`src/design/afs_pkg.sv`:
```
// Shared types and constants for the bitmap aspect-fit scaler.
// No dependencies; every other design file imports this package.
package afs_pkg;

  localparam int LANES       = 8;
  localparam int SRC_ADDR_W  = 18;
  localparam int LANE_CYCLES = 13;
  localparam logic [7:0] MSB_PIX = 8'h80;

  typedef enum logic [2:0] {
    REG_IMG_WIDTH  = 3'd0,
    REG_IMG_HEIGHT = 3'd1,
    REG_BOX_LEFT   = 3'd2,
    REG_BOX_TOP    = 3'd3,
    REG_BOX_WIDTH  = 3'd4,
    REG_BOX_HEIGHT = 3'd5
  } cfg_reg_t;

  typedef struct packed {
    logic [9:0] img_width;
    logic [9:0] img_height;
    logic [9:0] box_left;
    logic [8:0] box_top;
    logic [9:0] box_width;
    logic [8:0] box_height;
  } cfg_t;

  typedef struct packed {
    logic        dis;
    logic [9:0]  img_width;
    logic [9:0]  img_height;
    logic [9:0]  dw;
    logic [9:0]  dh;
    logic [10:0] dx0;
    logic [9:0]  dy0;
    logic [7:0]  stride;
  } geom_t;

  typedef struct packed {
    logic                  hit;
    logic [SRC_ADDR_W-1:0] addr;
    logic [2:0]            bsel;
  } lane_res_t;

  typedef enum logic [2:0] {F_IDLE, F_MUL, F_POS, F_START, F_LANE, F_HAND} front_st_t;
  typedef enum logic [1:0] {G_IDLE, G_MUL, G_DIV, G_FIN} geom_st_t;
  typedef enum logic [1:0] {M_IDLE, M_READ, M_DONE} merge_st_t;

endpackage

```
`src/design/afs_lane.sv`:
```
// One pixel lane: window test, source coordinate division and store address.
// Uses afs_pkg; eight of these run side by side for the pixels of one word.
module afs_lane #(
  parameter int FB_HEIGHT = 480
) (
  input  logic               clk,
  input  logic               rst_n,
  input  logic               start,
  input  logic [10:0]        x_in,
  input  logic [15:0]        y_in,
  input  afs_pkg::geom_t     geom,
  output afs_pkg::lane_res_t res
);
  import afs_pkg::*;

  logic [3:0]  ph_r;
  logic [10:0] x_r;
  logic [15:0] y_r;
  logic [10:0] rx;
  logic [15:0] ry;
  logic        hit_c;
  logic        hit_r;
  logic [19:0] px_r, py_r;
  logic [9:0]  remx_r, remy_r;
  logic [9:0]  dqx_r, dqy_r;
  logic [10:0] tx, ty;
  logic        gex, gey;
  lane_res_t   res_r;

  assign rx    = x_r - geom.dx0;
  assign ry    = y_r - 16'(geom.dy0);
  assign hit_c = !geom.dis && (y_r < 16'(FB_HEIGHT)) && (x_r >= geom.dx0) &&
                 (y_r >= 16'(geom.dy0)) && (rx < {1'b0, geom.dw}) &&
                 (ry < 16'(geom.dh));
  assign tx  = {remx_r, dqx_r[9]};
  assign ty  = {remy_r, dqy_r[9]};
  assign gex = tx >= {1'b0, geom.dw};
  assign gey = ty >= {1'b0, geom.dh};

  // Phase 1 tests and multiplies, phase 2 loads the dividers, phases 3 to 12
  // produce one quotient bit each and phase 13 forms the store address.
  always_ff @(posedge clk) begin
    if (!rst_n) begin
      ph_r <= 4'd0;
    end else if (start) begin
      ph_r <= 4'd1;
    end else if (ph_r == 4'd13) begin
      ph_r <= 4'd0;
    end else if (ph_r != 4'd0) begin
      ph_r <= ph_r + 4'd1;
    end
  end

  always_ff @(posedge clk) begin
    if (start) begin
      x_r <= x_in;
      y_r <= y_in;
    end
    if (ph_r == 4'd1) begin
      hit_r <= hit_c;
      px_r  <= 20'(rx[9:0]) * 20'(geom.img_width);
      py_r  <= 20'(ry[9:0]) * 20'(geom.img_height);
    end else if (ph_r == 4'd2) begin
      remx_r <= px_r[19:10];
      dqx_r  <= px_r[9:0];
      remy_r <= py_r[19:10];
      dqy_r  <= py_r[9:0];
    end else if (ph_r >= 4'd3 && ph_r <= 4'd12) begin
      remx_r <= gex ? 10'(tx - {1'b0, geom.dw}) : tx[9:0];
      dqx_r  <= {dqx_r[8:0], gex};
      remy_r <= gey ? 10'(ty - {1'b0, geom.dh}) : ty[9:0];
      dqy_r  <= {dqy_r[8:0], gey};
    end else if (ph_r == 4'd13) begin
      res_r.hit  <= hit_r;
      res_r.addr <= SRC_ADDR_W'(dqy_r) * SRC_ADDR_W'(geom.stride) +
                    SRC_ADDR_W'(dqx_r[9:3]);
      res_r.bsel <= dqx_r[2:0];
    end
  end

  assign res = res_r;

endmodule

```
`config.mk`:
```
export PLATFORM = sky130hd
export DESIGN_NAME = afs_lane
export DESIGN_NICKNAME = d
export VERILOG_FILES = /design/src/design/afs_pkg.sv /design/src/design/afs_lane.sv
export SDC_FILE = /design/constraint.sdc
export NUM_CORES = 1
export LEC_CHECK = 0
export BUFFER_PORTS_ARGS = -buffer_cell sky130_fd_sc_hd__buf_2
export CAP_MARGIN = 20
export CELL_PAD_IN_SITES_DETAIL_PLACEMENT = 0
export CELL_PAD_IN_SITES_GLOBAL_PLACEMENT = 2
export CORE_MARGIN = 2
export CORE_UTILIZATION = 40
export DETAILED_ROUTE_END_ITERATION = 8
export PLACE_DENSITY = 0.94
export SLEW_MARGIN = 20
export SYNTH_ARGS = -nofsm -noshare
export SYNTH_HDL_FRONTEND = slang
export SYNTH_SLANG_ARGS = --single-unit
```
`constraint.sdc`:
```
create_clock -name clk -period 10.8 [get_ports clk]
set_input_delay 1.62 -clock clk [delete_from_list [all_inputs] [get_ports clk]]
set_output_delay 1.62 -clock clk [all_outputs]
set_load 0.05 [all_outputs]
```
==> results by group <==
CTS
  • TritonCTS clock tree: done
  • # Post-CTS Setup Buffers: 0
  • Max clock buf depth: 2
  • Number of buffers added by the clock tree synthesis step: 17
  • Clock transition at path regs: 0.06 ns
  • Number of H-tree branching levels: 4
  • Master cell of the clock root buffer: clkbuf_16
  • Clock Sink Count: 134
  • Post-CTS Hold Fix Bufs: 0
  • Number of gates given a new drive strength after cts: 0
  • Clock latency on the worst-skew pair: 0.44 ns

Floorplanning
  • # rows: 74
  • Initial core utilization: 40.6%
  • Die outline area: 43300 um^2
  • Die Y-Extent: 208 um
  • Floorplan die width: 208 um
  • Placeable core region: 41000 um^2
  • Number of top-level pins: 122

Timing
  • Final critical-path required period: 8.58 ns
  • Final TNS setup: 0 ns
  • Clock Skew: 0.0125 ns
  • Slew headroom: 32.5%
  • Final number of max-transition violations: 0
  • Pin slew with the least headroom to its limit: 1.01 ns
  • Portion of the clock cycle consumed by the worst path in the final layout: 79.4%
  • Final Hold Fails: 0
  • Total of endpoints with negative setup slack in the final report: 0
  • Highest achievable clock rate: 117 MHz
  • Setup repair after global routing missed its margin: no

Synth
  • Post-synth top area cell: edfxtp_1
  • Unique cell type count in the Yosys netlist: 68
  • Cell count after synthesis: 1736
  • Cell with the most instances after synthesis: inv_1
  • Number of register bits inferred by synthesis: 134
  • Post-synthesis cell area: 16700 um^2
  • Top cells by instance count after synthesis: 273 x inv_1, 214 x ha_1, 213 x nand2_1
  • Cell types occupying the most area after synthesis: edfxtp_1 23%, fa_1 22%, ha_1 16%, inv_1 6.1%, nand2_1 4.8%
  • Synth Net Count: 2233
  • Portion of synthesized cell area occupied by the leading cell type: 23.4%
  • Post-synthesis sequential area ratio: 23.9%
  • Primary flip-flop cell chosen by synthesis mapping: edfxtp_1
  • Post-Synthesis Mean Instance Area: 9.60 um^2
  • YS warnings: 0
  • Number of synthesized flops with an enable pin: 130
  • Share of flip-flops with an asynchronous set or reset: 0%

Worst setup path
  • Setup crit end kind: flip-flop
  • Top cell family by delay on the critical path: adder cells
  • Count of cells along the worst register-to-register path: 25
  • Critical path required time: 10.98 ns
  • Worst-path cell with the longest stage delay: xor2_1
  • Startpoint class of the critical path: input port
  • Most used cell along the critical path: fa_1
  • Worst flop-to-flop path startpoint: x_r[0]$_DFFE_PP_
  • Class of the most critical setup path: in -> reg
  • Crit path DAT: 8.75 ns
  • Endpoint of the lowest-slack register-to-register path: px_r[18]$_DFFE_PP_
  • Reg2reg setup slack: 3.18 ns
  • Delay of the slowest critical-path stage: 0.63 ns
  • Buffers & Inverters on Critical Path: 4
  • Maximum fanout count along the critical path: 11

Hold path
  • Hold EP: res[1]$_DFFE_PP_
  • Min-delay src: dqx_r[1]$_DFFE_PP_
  • Worst min-delay path category: reg -> reg
  • Min-Delay Path Depth: 0

Drt
  • Detailed router's first-iteration violation count: 480
  • DR pass1 iterations: 5
  • Number of antenna-violating nets in the routed design: 0
  • Remaining DRCs: 0
  • Total vias in the final route: 12000
  • DR WL/cell: 15.3 um
  • Wirelength, routed: 36.3 mm
  • Post-DR vias/cell: 5.06

Global routing
  • Met2 Resource Use GR: 29.9%
  • Pin count of the biggest net entering global routing: 45
  • Routing usage on met1: 23.4%
  • Wire length of the first global-routing pass: 62.0 mm
  • Met3 track demand over resource: 2.69%
  • Number of antenna violations at the first check in global routing: 1
  • Via count of the first global-routing pass: 12700
  • GR Overflow Total: 0
  • Gr busiest metal: met2
  • GRT Total Usage: 17.6%

Layout
  • Area growth from synthesis to final layout: 10.9%
  • Post-layout instance count excluding filler cells: 2378
  • Number of antenna cells inserted: 0
  • Nets: 2330
  • Post-route cell area: 18500 um^2
  • Sequential cell area: 3980 um^2
  • Fillcell total: 3970
  • Fraction of layout instances using a drive strength above 1: 10.1%
  • Footprint of the multi-input gates: 11500 um^2

Place
  • Cell area after placement: 17800 um^2
  • HPWL reported at the end of detailed placement: 29.7 mm
  • Placer's final routability congestion estimate: 0.840
  • DP Cell Count: 2346
  • Buffers on Ports: 121

Power
  • Leakage power total: 8.98 nW
  • Peak ir drop on the vdd network: 0.309 mV
  • Pwr/cell area: 328 nW/um^2

Status
  • Result of the run: finished, final reports clean

Run
  • Number of maximum-capacitance constraint violations: 0
## layout by cell type (no fill, tap or decap), types with 19 or more instances in the layout
master      n
and2_1    125
nor2b_1    44
xnor2_1    46
xor2_1     20
a21oi_1    67
edfxtp_1  130
o21ai_0    53
ha_1      214
a21o_1     23
nor2_1     74
fa_1      183
buf_2     121
inv_1     273
mux2i_1    19
nand2_1   213
## power breakdown
group | switching, mW | internal (mW)
Sequential | 0.0282 | 0.903
Clock | 0.241 | 0.420
Combinational | 2.52 | 1.96
Total | 2.79 | 3.28
## worst max path at each step
| stage | endpoint | slack (ns) | cells past startpoint | from |
|---|---|---|---|---|
| 6_report | px_r[18]$_DFFE_PP_ | 2.22 | 25 | geom[18] |
| 5_1_grt | px_r[18]$_DFFE_PP_ | 1.83 | 25 | geom[18] |
| 4_1_cts | px_r[18]$_DFFE_PP_ | 2.37 | 25 | geom[18] |
| 3_5_place_dp | px_r[18]$_DFFE_PP_ | 1.93 | 25 | geom[18] |
| 3_3_place_gp | px_r[18]$_DFFE_PP_ | 2.09 | 25 | geom[18] |
| 2_1_floorplan | px_r[19]$_DFFE_PP_ | 2.80 | 28 | geom[19] |
## sequential cells by signal (all words and copies together) (netlist names), 10 cells and up
| register | count |
|---|---|
| px_r | 20 |
| x_r | 11 |
| dqx_r | 10 |
| res | 22 |
| remy_r | 10 |
| y_r | 16 |
| remx_r | 10 |
| py_r | 20 |
| dqy_r | 10 |
## kinds of logic (layout without fill, tap and decap cells)
group                      after synthesis  in the layout  share of synthesized area, %
DFF                                    134            134                          23.9
adders and majority gates              397            397                          38.0
xor gates and xnor gates                66             66                          3.47
AOI/OAI and AO/OA                      237            237                          9.32
muxes                                   24             24                          1.48
buffers and inverters                  329            439                          7.57
and+or+nand+nor                        549            549                          16.2
## stage by stage
stage / utilization [%] / worst slack, ns / hold WS [ns] / power [mW]
6_report: 45.1 / 2.22 / 0.466 / 6.07
5_1_grt: 45.1 / 1.83 / 0.492 / 6.80
4_1_cts: 45.1 / 2.37 / 0.476 / 6.12
3_5_place_dp: 43.5 / 1.93 / 0.462 / 5.41
3_3_place_gp: 43.4 / 2.09 / 0.443 / 5.37
2_1_floorplan: - / 2.80 / 0.400 / 4.50
## final cells by class
type                            instances  area share, %
Inverter                              273           5.54
Sequential cell                       134           21.5
Timing Repair Buffer                  134           3.80
Clock inverter                         13           1.18
Tap cell                              532           3.60
Multi-Input combinational cell       1273           61.9
Clock buffer                           19           2.40
## per-layer routing
metal / wire (um) / up-vias
li1: - / 5906
met3: 1280 / 41
met2: 17100 / 217
met4: 652 / 0
met1: 17300 / 5859
met5: 0 / -
Power figures use the tool's default switching activity.
