===== src/design/afs_pkg.sv =====
// Shared types and constants for the bitmap aspect-fit scaler.
// No dependencies; every other design file imports this package.
package afs_pkg;

  localparam int LANES       = 8;
  localparam int SRC_ADDR_W  = 18;
  localparam int LANE_CYCLES = 13;
  localparam logic [7:0] MSB_PIX = 8'h80;

  typedef enum logic [2:0] {
    REG_IMG_WIDTH  = 3'd0,
    REG_IMG_HEIGHT = 3'd1,
    REG_BOX_LEFT   = 3'd2,
    REG_BOX_TOP    = 3'd3,
    REG_BOX_WIDTH  = 3'd4,
    REG_BOX_HEIGHT = 3'd5
  } cfg_reg_t;

  typedef struct packed {
    logic [9:0] img_width;
    logic [9:0] img_height;
    logic [9:0] box_left;
    logic [8:0] box_top;
    logic [9:0] box_width;
    logic [8:0] box_height;
  } cfg_t;

  typedef struct packed {
    logic        dis;
    logic [9:0]  img_width;
    logic [9:0]  img_height;
    logic [9:0]  dw;
    logic [9:0]  dh;
    logic [10:0] dx0;
    logic [9:0]  dy0;
    logic [7:0]  stride;
  } geom_t;

  typedef struct packed {
    logic                  hit;
    logic [SRC_ADDR_W-1:0] addr;
    logic [2:0]            bsel;
  } lane_res_t;

  typedef enum logic [2:0] {F_IDLE, F_MUL, F_POS, F_START, F_LANE, F_HAND} front_st_t;
  typedef enum logic [1:0] {G_IDLE, G_MUL, G_DIV, G_FIN} geom_st_t;
  typedef enum logic [1:0] {M_IDLE, M_READ, M_DONE} merge_st_t;

endpackage


===== src/design/afs_geom.sv =====
// Draw-size and offset computation from the configuration registers.
// Uses afs_pkg; one bit-serial divider runs after reset and after each write.
module afs_geom (
  input  logic           clk,
  input  logic           rst_n,
  input  logic           start,
  input  afs_pkg::cfg_t  cfg,
  output logic           busy,
  output afs_pkg::geom_t geom
);
  import afs_pkg::*;

  geom_st_t    st_r, st_nxt;
  logic        dis;
  logic        wide;
  logic [19:0] pa, pb;
  logic        wide_r;
  logic [19:0] dq_r;
  logic [9:0]  rem_r;
  logic [9:0]  dvs_r;
  logic [4:0]  it_r;
  logic [10:0] trial;
  logic        ge;
  logic [9:0]  q_dw, q_dh;
  geom_t       geom_r;

  assign dis = (cfg.img_width == 10'd0) || (cfg.img_height == 10'd0) ||
               (cfg.box_width == 10'd0) || (cfg.box_height == 9'd0);
  assign pa    = 20'(cfg.img_width) * 20'(cfg.box_height);
  assign pb    = 20'(cfg.img_height) * 20'(cfg.box_width);
  assign wide  = pa > pb;
  assign trial = {rem_r, dq_r[19]};
  assign ge    = trial >= {1'b0, dvs_r};

  always_comb begin
    st_nxt = st_r;
    unique case (st_r)
      G_IDLE: st_nxt = G_IDLE;
      G_MUL:  st_nxt = dis ? G_FIN : G_DIV;
      G_DIV:  if (it_r == 5'd19) st_nxt = G_FIN;
      G_FIN:  st_nxt = G_IDLE;
      default: st_nxt = G_IDLE;
    endcase
    if (start) st_nxt = G_MUL;
  end

  always_ff @(posedge clk) begin
    if (!rst_n) begin
      st_r <= G_MUL;
    end else begin
      st_r <= st_nxt;
    end
  end

  // The quotient is below 1024 in both branches, so its low ten bits suffice.
  always_comb begin
    if (wide_r) begin
      q_dw = cfg.box_width;
      q_dh = dq_r[9:0];
    end else begin
      q_dw = dq_r[9:0];
      q_dh = {1'b0, cfg.box_height};
    end
    if (q_dw == 10'd0) q_dw = 10'd1;
    if (q_dh == 10'd0) q_dh = 10'd1;
  end

  always_ff @(posedge clk) begin
    case (st_r)
      G_MUL: begin
        wide_r <= wide;
        dq_r   <= wide ? pb : pa;
        dvs_r  <= wide ? cfg.img_width : cfg.img_height;
        rem_r  <= 10'd0;
        it_r   <= 5'd0;
      end
      G_DIV: begin
        rem_r <= ge ? 10'(trial - {1'b0, dvs_r}) : trial[9:0];
        dq_r  <= {dq_r[18:0], ge};
        it_r  <= it_r + 5'd1;
      end
      G_FIN: begin
        geom_r.dis        <= dis;
        geom_r.img_width  <= cfg.img_width;
        geom_r.img_height <= cfg.img_height;
        geom_r.dw         <= q_dw;
        geom_r.dh         <= q_dh;
        geom_r.dx0        <= 11'(cfg.box_left) + 11'((cfg.box_width - q_dw) >> 1);
        geom_r.dy0        <= 10'(cfg.box_top) + 10'(({1'b0, cfg.box_height} - q_dh) >> 1);
        geom_r.stride     <= 8'((11'(cfg.img_width) + 11'd7) >> 3);
      end
      default: begin
      end
    endcase
  end

  assign busy = (st_r != G_IDLE);
  assign geom = geom_r;

endmodule


===== config.mk =====
export PLATFORM = sky130hd
export DESIGN_NAME = afs_geom
export DESIGN_NICKNAME = d
export VERILOG_FILES = /design/src/design/afs_pkg.sv /design/src/design/afs_geom.sv
export SDC_FILE = /design/constraint.sdc
export NUM_CORES = 1
export LEC_CHECK = 0
export ABC_CLOCK_PERIOD_IN_PS = 16000
export BUFFER_PORTS_ARGS = -buffer_cell sky130_fd_sc_hd__buf_2
export CAP_MARGIN = 20
export CORE_MARGIN = 3
export CORE_UTILIZATION = 50
export CTS_BUF_LIST = sky130_fd_sc_hd__clkbuf_8
export CTS_CLUSTER_SIZE = 8
export DETAILED_ROUTE_END_ITERATION = 6
export HOLD_SLACK_MARGIN = 0.08
export PLACE_DENSITY_LB_ADDON = 0.25
export SLEW_MARGIN = 0
export SYNTH_ARGS = -nofsm -noshare
export SYNTH_HDL_FRONTEND = slang
export SYNTH_SLANG_ARGS = --single-unit

===== constraint.sdc =====
create_clock -name clk -period 16 [get_ports clk]
set_clock_uncertainty 0.2 [all_clocks]
set_input_delay 3.2 -clock clk [delete_from_list [all_inputs] [get_ports clk]]
set_output_delay 3.2 -clock clk [all_outputs]
set_load 0.1 [all_outputs]

==> results of run 1 <==
critical path, stage by stage:
cell and delay (ns):
buf_2 0.25, nand2_1 0.13, fa_1 0.54, inv_1 0.05
fa_1 0.45, ha_1 0.32, fa_1 0.53, inv_1 0.05
fa_1 0.53, inv_1 0.04, ha_1 0.36, a21oi_2 0.22
o21ai_1 0.16, or3_1 0.36, a31o_2 0.26, a21o_1 0.17
a21oi_1 0.16, xor2_1 0.12, ha_1 0.31, a21oi_1 0.07
o21ai_0 0.20, nand2b_1 0.14, a21oi_1 0.08, a311oi_1 0.42
nand4_4 0.47, inv_2 0.37, nor2_4 0.12, a221o_1 0.35
cells by family (layout without fill, tap and decap cells):
logic type / Yosys count / count (layout) / share of synthesized area, %
muxes: 26 / 26 / 1.96
xor gates and xnor gates: 77 / 77 / 5.07
DFF: 118 / 118 / 26.5
buffers and inverters: 267 / 381 / 7.69
AOI/OAI and AO/OA: 177 / 177 / 9.05
and+or+nand+nor: 409 / 409 / 15.5
adders and majority gates: 289 / 289 / 34.2
cell usage in the layout, fill, tap and decap left out, drive strengths merged, types with 3 or more instances in the layout:
| master | n |
|---|---|
| a211oi | 7 |
| a21boi | 3 |
| a21o | 17 |
| a21oi | 53 |
| a221o | 12 |
| a31o | 3 |
| a31oi | 6 |
| and2 | 114 |
| and3 | 4 |
| buf | 136 |
| clkbuf | 17 |
| clkinv | 9 |
| edfxtp | 116 |
| fa | 124 |
| ha | 165 |
| inv | 216 |
| mux2i | 26 |
| nand2 | 143 |
| nand2b | 4 |
| nand3 | 25 |
| nand3b | 3 |
| nand4 | 9 |
| nor2 | 42 |
| nor2b | 9 |
| nor3 | 31 |
| nor4 | 12 |
| o2111ai | 5 |
| o211ai | 6 |
| o21a | 4 |
| o21ai | 26 |
| o21bai | 18 |
| o221ai | 4 |
| or2 | 3 |
| or3 | 7 |
| xnor2 | 53 |
| xor2 | 24 |
registers in the layout, indices dropped and copies added (netlist names):
| name | count |
|---|---|
| wide_r | 1 |
| geom | 70 |
| st_r | 2 |
| dvs_r | 10 |
| it_r | 5 |
| rem_r | 10 |
| dq_r | 20 |
layout make-up:
type | count | area share [%]
timing repair buffer | 136 | 4.76
clock inverter | 15 | 0.919
sequential | 118 | 24.2
inverter | 213 | 5.49
multi-input combinational | 978 | 60.2
clock buffer | 17 | 1.61
tap | 335 | 2.88
per-layer routing:
| layer | share of wire (%) | wire, µm | track usage (%) |
|---|---|---|---|
| met5 | 0 | 0 | 0 |
| met4 | 2.5 | 779 | 6.65 |
| met1 | 45 | 13700 | 30.0 |
| met3 | 5.1 | 1570 | 2.94 |
| met2 | 48 | 14700 | 37.9 |
where the power goes:
part / switching [mW] / leakage, nW / internal, mW
clock: 0.143 / 0.187 / 0.123
combinational: 1.40 / 5.69 / 0.927
sequential: 0.0435 / 1.14 / 0.522
total: 1.59 / 7.02 / 1.57
stage by stage:
step	hold WS (ns)	power (mW)	std cells
after floorplan	0.303	2.45	1363
after global placement	0.331	2.83	1780
after detailed placement	0.332	2.89	1780
after CTS	0.357	3.16	1812
after global routing	0.385	3.49	1812
final	0.354	3.16	1812
path summary, 6_finish.rpt:
check,startpoint,endpoint,slack [ns],depth (start not counted)
setup / recovery,cfg[12],dq_r[14],5.54,28
hold reg to reg,dq_r[15],dq_r[16],0.35,2
hold / removal,dq_r[15],dq_r[16],0.35,2
setup reg to reg,dq_r[5],geom[27],11.21,20
==> results by group, run 1 <==
Outcome
  • Status: finished, final reports clean

CTS
  • Clk slew on worst S/H paths: roughly 0.07 ns
  • CTS Buffer Depth: 2
  • CTS tree: built
  • Postcts setup bufs: 0
  • CTS Sinks: about 120
  • CTS Root Cell: clkbuf_8
  • Clock latency on the worst-skew pair: about 0.46 ns
  • H-tree levels: 4
  • Num CTS Buffers: 17
  • CTS resizes: 0
  • CTS hold repair buffers: 0

Placed design
  • Area after DPL: 0.0142 mm²
  • Pre-CTS setup slack: ~5.1 ns
  • DPL Wire Length: 24000 µm
  • RD Place Congestion: 0.931
  • Port Buffers: 131

Floorplanning
  • Die width: approximately 170 µm
  • Core Region: about 0.026 mm²
  • Row count: 59
  • Starting density of the core: between 50% and 60%
  • Boundary Pins: around 130
  • Die Ht: roughly 170 µm
  • Die area: between 0.02 and 0.03 mm²

GRT
  • GRT Resource Usage Total: between 20% and 30%
  • Initial antenna violation count: 0
  • Number of global-route vias before repair: between 10000 and 15000
  • Largest net degree at the start of global routing: 61
  • First-pass GRT wire length: 50900 µm
  • Gr ovfl total: 0

Drt
  • Violation count after the first detailed-route iteration: 641
  • Pre-antenna DRT Iters: 5
  • Final WL: about 31000 µm
  • Vias/cell: 5.48
  • Post-DRT Antenna Nets: 0
  • DRC viols: 0
  • Avg WL per Cell: approximately 17 µm
  • Total number of vias: 9930

Timing
  • Slew @ Worst Pin: slightly below 0.9 ns
  • Final period util: about 65%
  • Slew headroom: about two fifths
  • # setup viols final: 0
  • Maximum achievable frequency: roughly 96 MHz
  • Final hold viol count: 0
  • Fin. max-slew vios: 0
  • Final worst slack: 5.54 ns
  • Total Neg Setup Slack: 0 ns
  • Clock period minus worst slack: 10.46 ns
  • Setup repair after global routing missed its margin: no

Finish
  • NumNets Final: roughly 1800
  • Diode count: 0
  • Share of layout cells above drive strength 1: between 10 and 15%
  • Filler cells: 2287
  • Reg area: 0.00352 mm²
  • Design area: 0.0146 mm²
  • Final core occ: a little under three fifths
  • Area grow syn2layout: 9.55%
  • Area of the multi-input gates: 0.00876 mm²

Critical path
  • Worst EP required: 16.00 ns
  • CP Data Arrival Time: around 10 ns
  • Crit Path Class: in -> reg
  • Crit end category: register
  • CP Launch Type: input pin
  • Crit Path Max Fanout: 28

Synth
  • Async SR Flop Fraction: 0%
  • Avg Inst Size Synth: approximately 10 µm²
  • Count leader, synth: inv_1
  • Synth cell types: 60
  • Synth Flop Type: edfxtp_1
  • Post-Syn Nets: about 1700
  • #FFs+latches synth: between 100 and 150
  • Number of synthesized flops with an enable pin: ~120
  • Cell taking the most area after synthesis: edfxtp_1
  • Yosys top cell area share: 26.2%
  • Synth top area cells: edfxtp_1 26%, fa_1 19%, ha_1 16%, inv_1 6.0%, and2_1 5.4%
  • Post-synth top cells: 212 x inv_1, 165 x ha_1, 143 x nand2_1, 124 x fa_1, 116 x edfxtp_1
  • Cells after Synth: around 1400
  • Netlist Area Pre-Place: 0.0133 mm²
  • Syn. warnings: 0
  • Sequential share of the synthesized area: 26.5%

Flow run
  • Max Cap Viol: 0

Pwr
  • Power per cell area: between 200 and 250 mW/mm²
  • LEAKAGE: around 7 nW
  • VDD IR max: ~0.15 mV

Min path
  • Tightest Hold Check Type: reg -> reg
Power figures use the tool's default switching activity.
==> run 2: changes to the inputs <==
- ABC_AREA: unset -> 1
- ABC_CLOCK_PERIOD_IN_PS: 16000 -> 10600
- clock period: 16 -> 10.6 ns (I/O delays scaled with it)
==> run 2 against run 1 <==
- wire length increased by 12%
- worst hold slack worse by 0.028 ns
- die area grew 4.3%
- register-to-register slack worse by 4.8 ns
- final cell count grew 21%
- non-clock buffer count up 2
- critical endpoint is now dq_r[6]
- highest routed layer unchanged
==> results by group, run 2 <==
Critical path
  • Buf+Inv Stages, Crit Path: 8 (was 5)
  • Crit Path Class: in -> reg (unchanged)
  • Worst EP required: 10.72 ns (was 16.00 ns)
  • CP Launch Type: input pin (unchanged)
  • Cell mode on critical path: nand2_1 (was fa_1)
  • Slowest cell on crit path: fa_1 (unchanged)
  • Crit end category: register (unchanged)
  • CP Data Arrival Time: 8.62 ns (was 10.46 ns)
  • Crit-path leading delay family: adder cells (unchanged)
  • CP max stage delay: 0.56 ns (was 0.54 ns)
  • Crit Path Max Fanout: 27 (was 28)

Finish
  • Area grow syn2layout: 9.55% (about the same)
  • NumNets Final: 2155 (was 1814)
  • Most common cell after layout, fill and taps aside: nand2_1 (was inv_1)
  • Commonest cells after routing, fill and taps aside: 432 x nand2_1, 399 x inv_1, 164 x ha_1 (was 213 x inv_1, 164 x ha_1, 143 x nand2_1)
  • Max FFs per register: 70 (unchanged)
  • Diode count: 0 (unchanged)
  • Share of layout cells above drive strength 1: 10.0% (was 12.2%)

Pwr
  • LEAKAGE: 8.52 nW (was 7.02 nW)
  • Power per cell area: 334 mW/mm² (was 217 mW/mm²)
  • VDD IR max: 0.268 mV (was 0.155 mV)

Floorplanning
  • Row count: 60 (was 59)
  • Core Region: 0.0271 mm² (was 0.0261 mm²)
  • Die area: 0.0298 mm² (was 0.0286 mm²)
  • Die width: 173 µm (was 169 µm)
  • Boundary Pins: 132 (unchanged)
  • Starting density of the core: 51.2% (was 50.9%)
  • Die Ht: 173 µm (was 169 µm)

Synth
  • Count leader, synth: nand2_1 (was inv_1)
  • Netlist Area Pre-Place: 0.0139 mm² (was 0.0133 mm²)
  • Yosys top cell area share: 25.1% (was 26.2%)
  • #FFs+latches synth: 118 (unchanged)
  • Syn. warnings: 0 (unchanged)
  • Cell taking the most area after synthesis: edfxtp_1 (unchanged)
  • Post-Syn Nets: 2058 (was 1713)
  • Post-synth top cells: 432 x nand2_1, 399 x inv_1, 165 x ha_1, 124 x fa_1, 116 x edfxtp_1 (was 212 x inv_1, 165 x ha_1, 143 x nand2_1, 124 x fa_1, 116 x edfxtp_1)
  • Synth Flop Type: edfxtp_1 (unchanged)
  • Synth cell types: 41 (was 60)
  • Sequential share of the synthesized area: 25.4% (was 26.5%)
  • Cells after Synth: 1708 (was 1363)
  • Number of synthesized flops with an enable pin: 116 (unchanged)
  • Async SR Flop Fraction: 0% (unchanged)
  • Avg Inst Size Synth: 8.13 µm² (was 9.75 µm²)
  • Synth top area cells: edfxtp_1 25%, fa_1 18%, ha_1 15%, nand2_1 12%, inv_1 11% (was edfxtp_1 26%, fa_1 19%, ha_1 16%, inv_1 6.0%, and2_1 5.4%)

Drt
  • Total number of vias: 11200 (was 9930)
  • Vias/cell: 5.12 (was 5.48)
  • Final WL: 34300 µm (was 30700 µm)
  • DRC viols: 0 (unchanged)
  • Violation count after the first detailed-route iteration: 978 (was 641)
  • Pre-antenna DRT Iters: 5 (unchanged)
  • Avg WL per Cell: 15.7 µm (was 16.9 µm)
  • Post-DRT Antenna Nets: 0 (unchanged)

Timing
  • Total Neg Setup Slack: 0 ns (unchanged)
  • Slew @ Worst Pin: 1.01 ns (was 0.886 ns)
  • Maximum achievable frequency: ~120 MHz
  • Setup repair after global routing missed its margin: no (unchanged)
  • # setup viols final: 0 (unchanged)
  • Clock period minus worst slack: approximately 8.5 ns
  • Slew headroom: 32.7% (was 40.5%)
  • Fin. max-slew vios: 0 (unchanged)
  • Final hold viol count: 0 (unchanged)
  • Final period util: 80.1%
  • Hold Slack: 0.326 ns (was 0.354 ns)

GRT
  • Largest net degree at the start of global routing: 71 (was 61)
  • First-pass GRT wire length: 57700 µm (was 50900 µm)
  • Initial antenna violation count: 0 (unchanged)
  • Gr ovfl total: 0 (unchanged)
  • Number of global-route vias before repair: 11500 (was 10000)
  • GRT Resource Usage Total: 23.6% (was 22.3%)

Placed design
  • Port Buffers: 131 (unchanged)
  • RD Place Congestion: 0.929 (was 0.931)
  • DPL Wire Length: 27500 µm (was 24000 µm)

Flow run
  • Max Cap Viol: 0 (unchanged)

CTS
  • Clk slew on worst S/H paths: 0.08 ns (was 0.07 ns)
  • H-tree levels: 4 (unchanged)
  • CTS Root Cell: clkbuf_8 (unchanged)
  • Clock latency on the worst-skew pair: 0.46 ns (about the same)
  • Postcts setup bufs: 0 (unchanged)
  • CTS Sinks: 118 (unchanged)
  • CTS hold repair buffers: 0 (unchanged)
  • Num CTS Buffers: 17 (unchanged)
  • CTS resizes: 0 (unchanged)
  • CTS tree: built (unchanged)
  • CTS Buffer Depth: 2 (unchanged)

Min path
  • Tightest Hold Check Type: reg -> reg (unchanged)

Outcome
  • Status: finished, final reports clean (unchanged)
run 2: cell count changes after synthesis, sizes merged, moves of 26 or more:
cell and delta:
inv +186, nand2 +296, a21oi +28, xnor2 -29, and2 -113, mux2i -26, nand3 +27
run 2: worst paths after layout:
| kind | startpoint | to | slack [ns] | depth (start not counted) |
|---|---|---|---|---|
| worst max-delay path | cfg[43] | dq_r[6] | 2.11 | 38 |
| worst min-delay path | dq_r[12] | dq_r[13] | 0.33 | 2 |
| worst max register to register | wide_r | geom[16] | 6.39 | 21 |
| worst min register to register | dq_r[12] | dq_r[13] | 0.33 | 2 |
run 2: cell type report:
cell class,count,area [µm²]
fill,2515,11900
multi-input combinational,1129,8600
sequential,118,3520
inverter,401,1510
timing repair buffer,138,728
tap,372,465
clock buffer,17,234
clock inverter,15,160
run 2: stage by stage:
step | std cells | setup WS (ns) | total power [mW] | util, % | cell area [µm²]
6_report | 2190 | 2.11 | 5.08 | 56.1 | 15200
2_1_floorplan | 1708 | 2.40 | 3.87 | - | 13900
4_1_cts | 2189 | 2.15 | 5.09 | 56.0 | 15200
5_1_grt | 2190 | 1.55 | 5.65 | 56.1 | 15200
3_5_place_dp | 2157 | 1.70 | 4.64 | 54.6 | 14800
3_3_place_gp | 2157 | 1.78 | 4.55 | 54.6 | 14800
run 2: cell families after synthesis:
kind of cell    Yosys count  share of synthesized area, %
flops                   118                          25.4
simple gates            600                          17.8
buf+inv                 461                          12.8
compound gates          173                          7.09
xor+xnor                 67                          4.23
fa+ha+maj               289                          32.7
run 2: power by group:
group / internal, mW / leakage (nW) / switching [mW]
Combinational: 1.34 / 7.19 / 2.45
Clock: 0.194 / 0.187 / 0.236
Sequential: 0.794 / 1.14 / 0.0619
run 2: routing by layer:
layer / vias up / GRT usage, % / part of all wire [%]
li1: 5512 / - / -
met1: 5276 / 32.1 / 44
met2: 378 / 40.4 / 48
met3: 44 / 3.18 / 6.3
met4: 0 / 5.68 / 1.6
met5: - / 0 / 0
run 2: worst reg2reg max path, cell delays in order, from the launching register on:
cell	delay, ns
edfxtp_1	0.49
buf_16	0.22
o21ai_1	0.27
nand2_1	0.10
nor3_1	0.13
nand4_1	0.12
nand2_2	0.10
nand2_2	0.08
fa_1	0.40
nand3_1	0.09
nand2_1	0.09
xnor2_1	0.18
inv_1	0.06
ha_1	0.34
a21oi_1	0.17
nand2_1	0.11
a21o_1	0.17
a21oi_1	0.21
nor2_1	0.06
o21a_1	0.17
nor2_1	0.12
xor2_1	0.09
==> run 3: changes to the inputs <==
- ABC_CLOCK_PERIOD_IN_PS: 10600 -> 8600
- clock period: 10.6 -> 8.6 ns (I/O delays scaled with it)
==> run 3 against run 2 <==
- register-to-register slack lost 1.9 ns
- sequential share of layout area shrank 0.19 points
- largest cell class unchanged
- critical path depth shrank 1
- highest routed layer unchanged
- largest power group unchanged
- utilization grew 0.48 points
- clock power grew 33%
==> results by group, run 3 (synthesis gave the netlist of run 2 again) <==
Outcome
  • Status: finished, final reports clean (unchanged)

GRT
  • Largest net degree at the start of global routing: 71 (unchanged)
  • Gr ovfl total: 0 (unchanged)
  • Initial antenna violation count: 0 (unchanged)
  • GRT Resource Usage Total: 23.8% (was 23.6%)
  • Number of global-route vias before repair: 11600 (was 11500)
  • First-pass GRT wire length: 57900 µm (was 57700 µm)

Floorplanning
  • Starting density of the core: 51.2% (unchanged)
  • Die width: 173 µm (unchanged)
  • Core Region: 0.0271 mm² (unchanged)
  • Die area: 0.0298 mm² (unchanged)
  • Die Ht: 173 µm (unchanged)
  • Boundary Pins: 132 (unchanged)
  • Row count: 60 (unchanged)

Timing
  • Setup repair after global routing missed its margin: no (unchanged)
  • Clock period minus worst slack: 7.82 ns
  • Final period util: 90.9%
  • Fin. max-slew vios: 0 (unchanged)
  • # setup viols final: 0 (unchanged)
  • Total Neg Setup Slack: 0 ns (unchanged)
  • Final hold viol count: 0 (unchanged)
  • Maximum achievable frequency: 128 MHz
  • Slew @ Worst Pin: 1.01 ns (about the same)
  • Final worst slack: 0.782 ns (was 2.11 ns)
  • Slew headroom: 33.0% (was 32.7%)

Finish
  • Max FFs per register: 70 (unchanged)
  • Post-route insts no fill: 2203 (was 2190)
  • Area of the multi-input gates: 0.00860 mm² (unchanged)
  • Share of layout cells above drive strength 1: 10.5% (was 10.0%)
  • Reg area: 0.00352 mm² (unchanged)
  • Most common cell after layout, fill and taps aside: nand2_1 (unchanged)
  • Filler cells: 2416 (was 2515)
  • Commonest cells after routing, fill and taps aside: 432 x nand2_1, 399 x inv_1, 164 x ha_1 (unchanged)
  • Area grow syn2layout: 10.5% (was 9.55%)
  • NumNets Final: 2169 (was 2155)
  • Final core occ: 56.6% (was 56.1%)
  • Diode count: 0 (unchanged)

Placed design
  • RD Place Congestion: 0.902 (was 0.929)
  • Port Buffers: 131 (unchanged)
  • Pre-CTS setup slack: 0.326 ns (was 1.70 ns)
  • DP Cell Count: 2171 (was 2157)
  • DPL Wire Length: 27800 µm (was 27500 µm)

Flow run
  • Max Cap Viol: 0 (unchanged)

Drt
  • Total number of vias: 11500 (was 11200)
  • DRC viols: 0 (unchanged)
  • Uppermost layer routed: met4 (unchanged)
  • Met3 WL: 2180 µm (was 2170 µm)
  • Vias/cell: 5.21 (was 5.12)
  • Wl on met1: 15200 µm (was 15100 µm)
  • Met2 WL: 16500 µm (was 16400 µm)
  • Violation count after the first detailed-route iteration: 957 (was 978)
  • Final WL: 34900 µm (was 34300 µm)
  • Pre-antenna DRT Iters: 5 (unchanged)
  • Post-DRT Antenna Nets: 0 (unchanged)
  • Avg WL per Cell: 15.9 µm (was 15.7 µm)

Critical path
  • CP Data Arrival Time: 7.80 ns (was 8.62 ns)
  • Crit Path Max Fanout: 13 (was 27)
  • Crit end category: register (unchanged)
  • CP Launch Type: input pin (unchanged)
  • Slowest cell on crit path: fa_1 (unchanged)
  • Crit Path Class: in -> reg (unchanged)
  • Worst EP required: 8.59 ns (was 10.72 ns)
  • Cell mode on critical path: nand2_1 (unchanged)
  • CP max stage delay: 0.55 ns (was 0.56 ns)

CTS
  • Num CTS Buffers: 17 (unchanged)
  • CTS tree: built (unchanged)
  • CTS hold repair buffers: 0 (unchanged)
  • Postcts setup bufs: 0 (unchanged)
  • Clk slew on worst S/H paths: 0.10 ns (was 0.08 ns)
  • CTS resizes: 0 (unchanged)
  • CTS Root Cell: clkbuf_8 (unchanged)
  • Clock latency on the worst-skew pair: 0.45 ns (was 0.46 ns)
  • CTS Buffer Depth: 2 (unchanged)
  • H-tree levels: 4 (unchanged)
  • CTS Sinks: 118 (unchanged)

Pwr
  • LEAKAGE: 8.61 nW (was 8.52 nW)
  • VDD IR max: 0.280 mV (was 0.268 mV)
  • Power per cell area: 414 mW/mm² (was 334 mW/mm²)

Min path
  • Tightest Hold Check Type: reg -> reg (unchanged)
-- run 3: cell types whose count changed in the layout (fill, tap and decap cells not counted), sizes merged --
cell	change
clkinvlp	-2
inv	-7
buf	+14
clkinv	+5
bufinv	+3
-- run 3: area by class of cell --
| cell class | count | share of cell area, % |
|---|---|---|
| inverter | 401 | 9.81 |
| timing repair buffer | 152 | 5.43 |
| clock inverter | 14 | 1.20 |
| clock buffer | 17 | 1.53 |
| tap | 372 | 3.03 |
| multi-input combinational | 1129 | 56.0 |
| sequential | 118 | 23.0 |
-- run 3: routing by layer --
layer | GRT usage, % | up-vias
met5 | 0 | -
li1 | - | 5526
met4 | 8.55 | 0
met1 | 30.9 | 5464
met3 | 3.62 | 70
met2 | 40.5 | 412
-- run 3: worst paths after layout --
kind              slack, ns  cells after the start        to      from
setup reg to reg       4.48                     21  geom[16]    wide_r
hold / removal         0.33                      2  dq_r[14]  dq_r[13]
setup / recovery       0.78                     37  dvs_r[6]   cfg[43]
hold reg to reg        0.33                      2  dq_r[14]  dq_r[13]
-- run 3: through the flow --
stage | power (mW) | instance area (µm²) | hold WS, ns
after floorplan | 4.77 | 13900 | 0.281
after global placement | 5.62 | 14900 | 0.305
after detailed placement | 5.75 | 14900 | 0.315
after CTS | 6.34 | 15300 | 0.333
after global routing | 7.03 | 15300 | 0.340
final | 6.35 | 15300 | 0.329
-- run 3: power breakdown --
| part | total (mW) | internal [mW] | leakage, nW | switching, mW |
|---|---|---|---|---|
| logic | 4.72 | 1.68 | 7.26 | 3.05 |
| clock network | 0.574 | 0.312 | 0.207 | 0.261 |
| registers | 1.05 | 0.979 | 1.14 | 0.0742 |
-- run 3: critical path: cells and delay by family --
family	cells	cell delay, ns
compound gates	2	0.37
fa+ha+maj	7	3.25
xor+xnor	1	0.19
buf+inv	8	0.82
simple gates	19	1.46
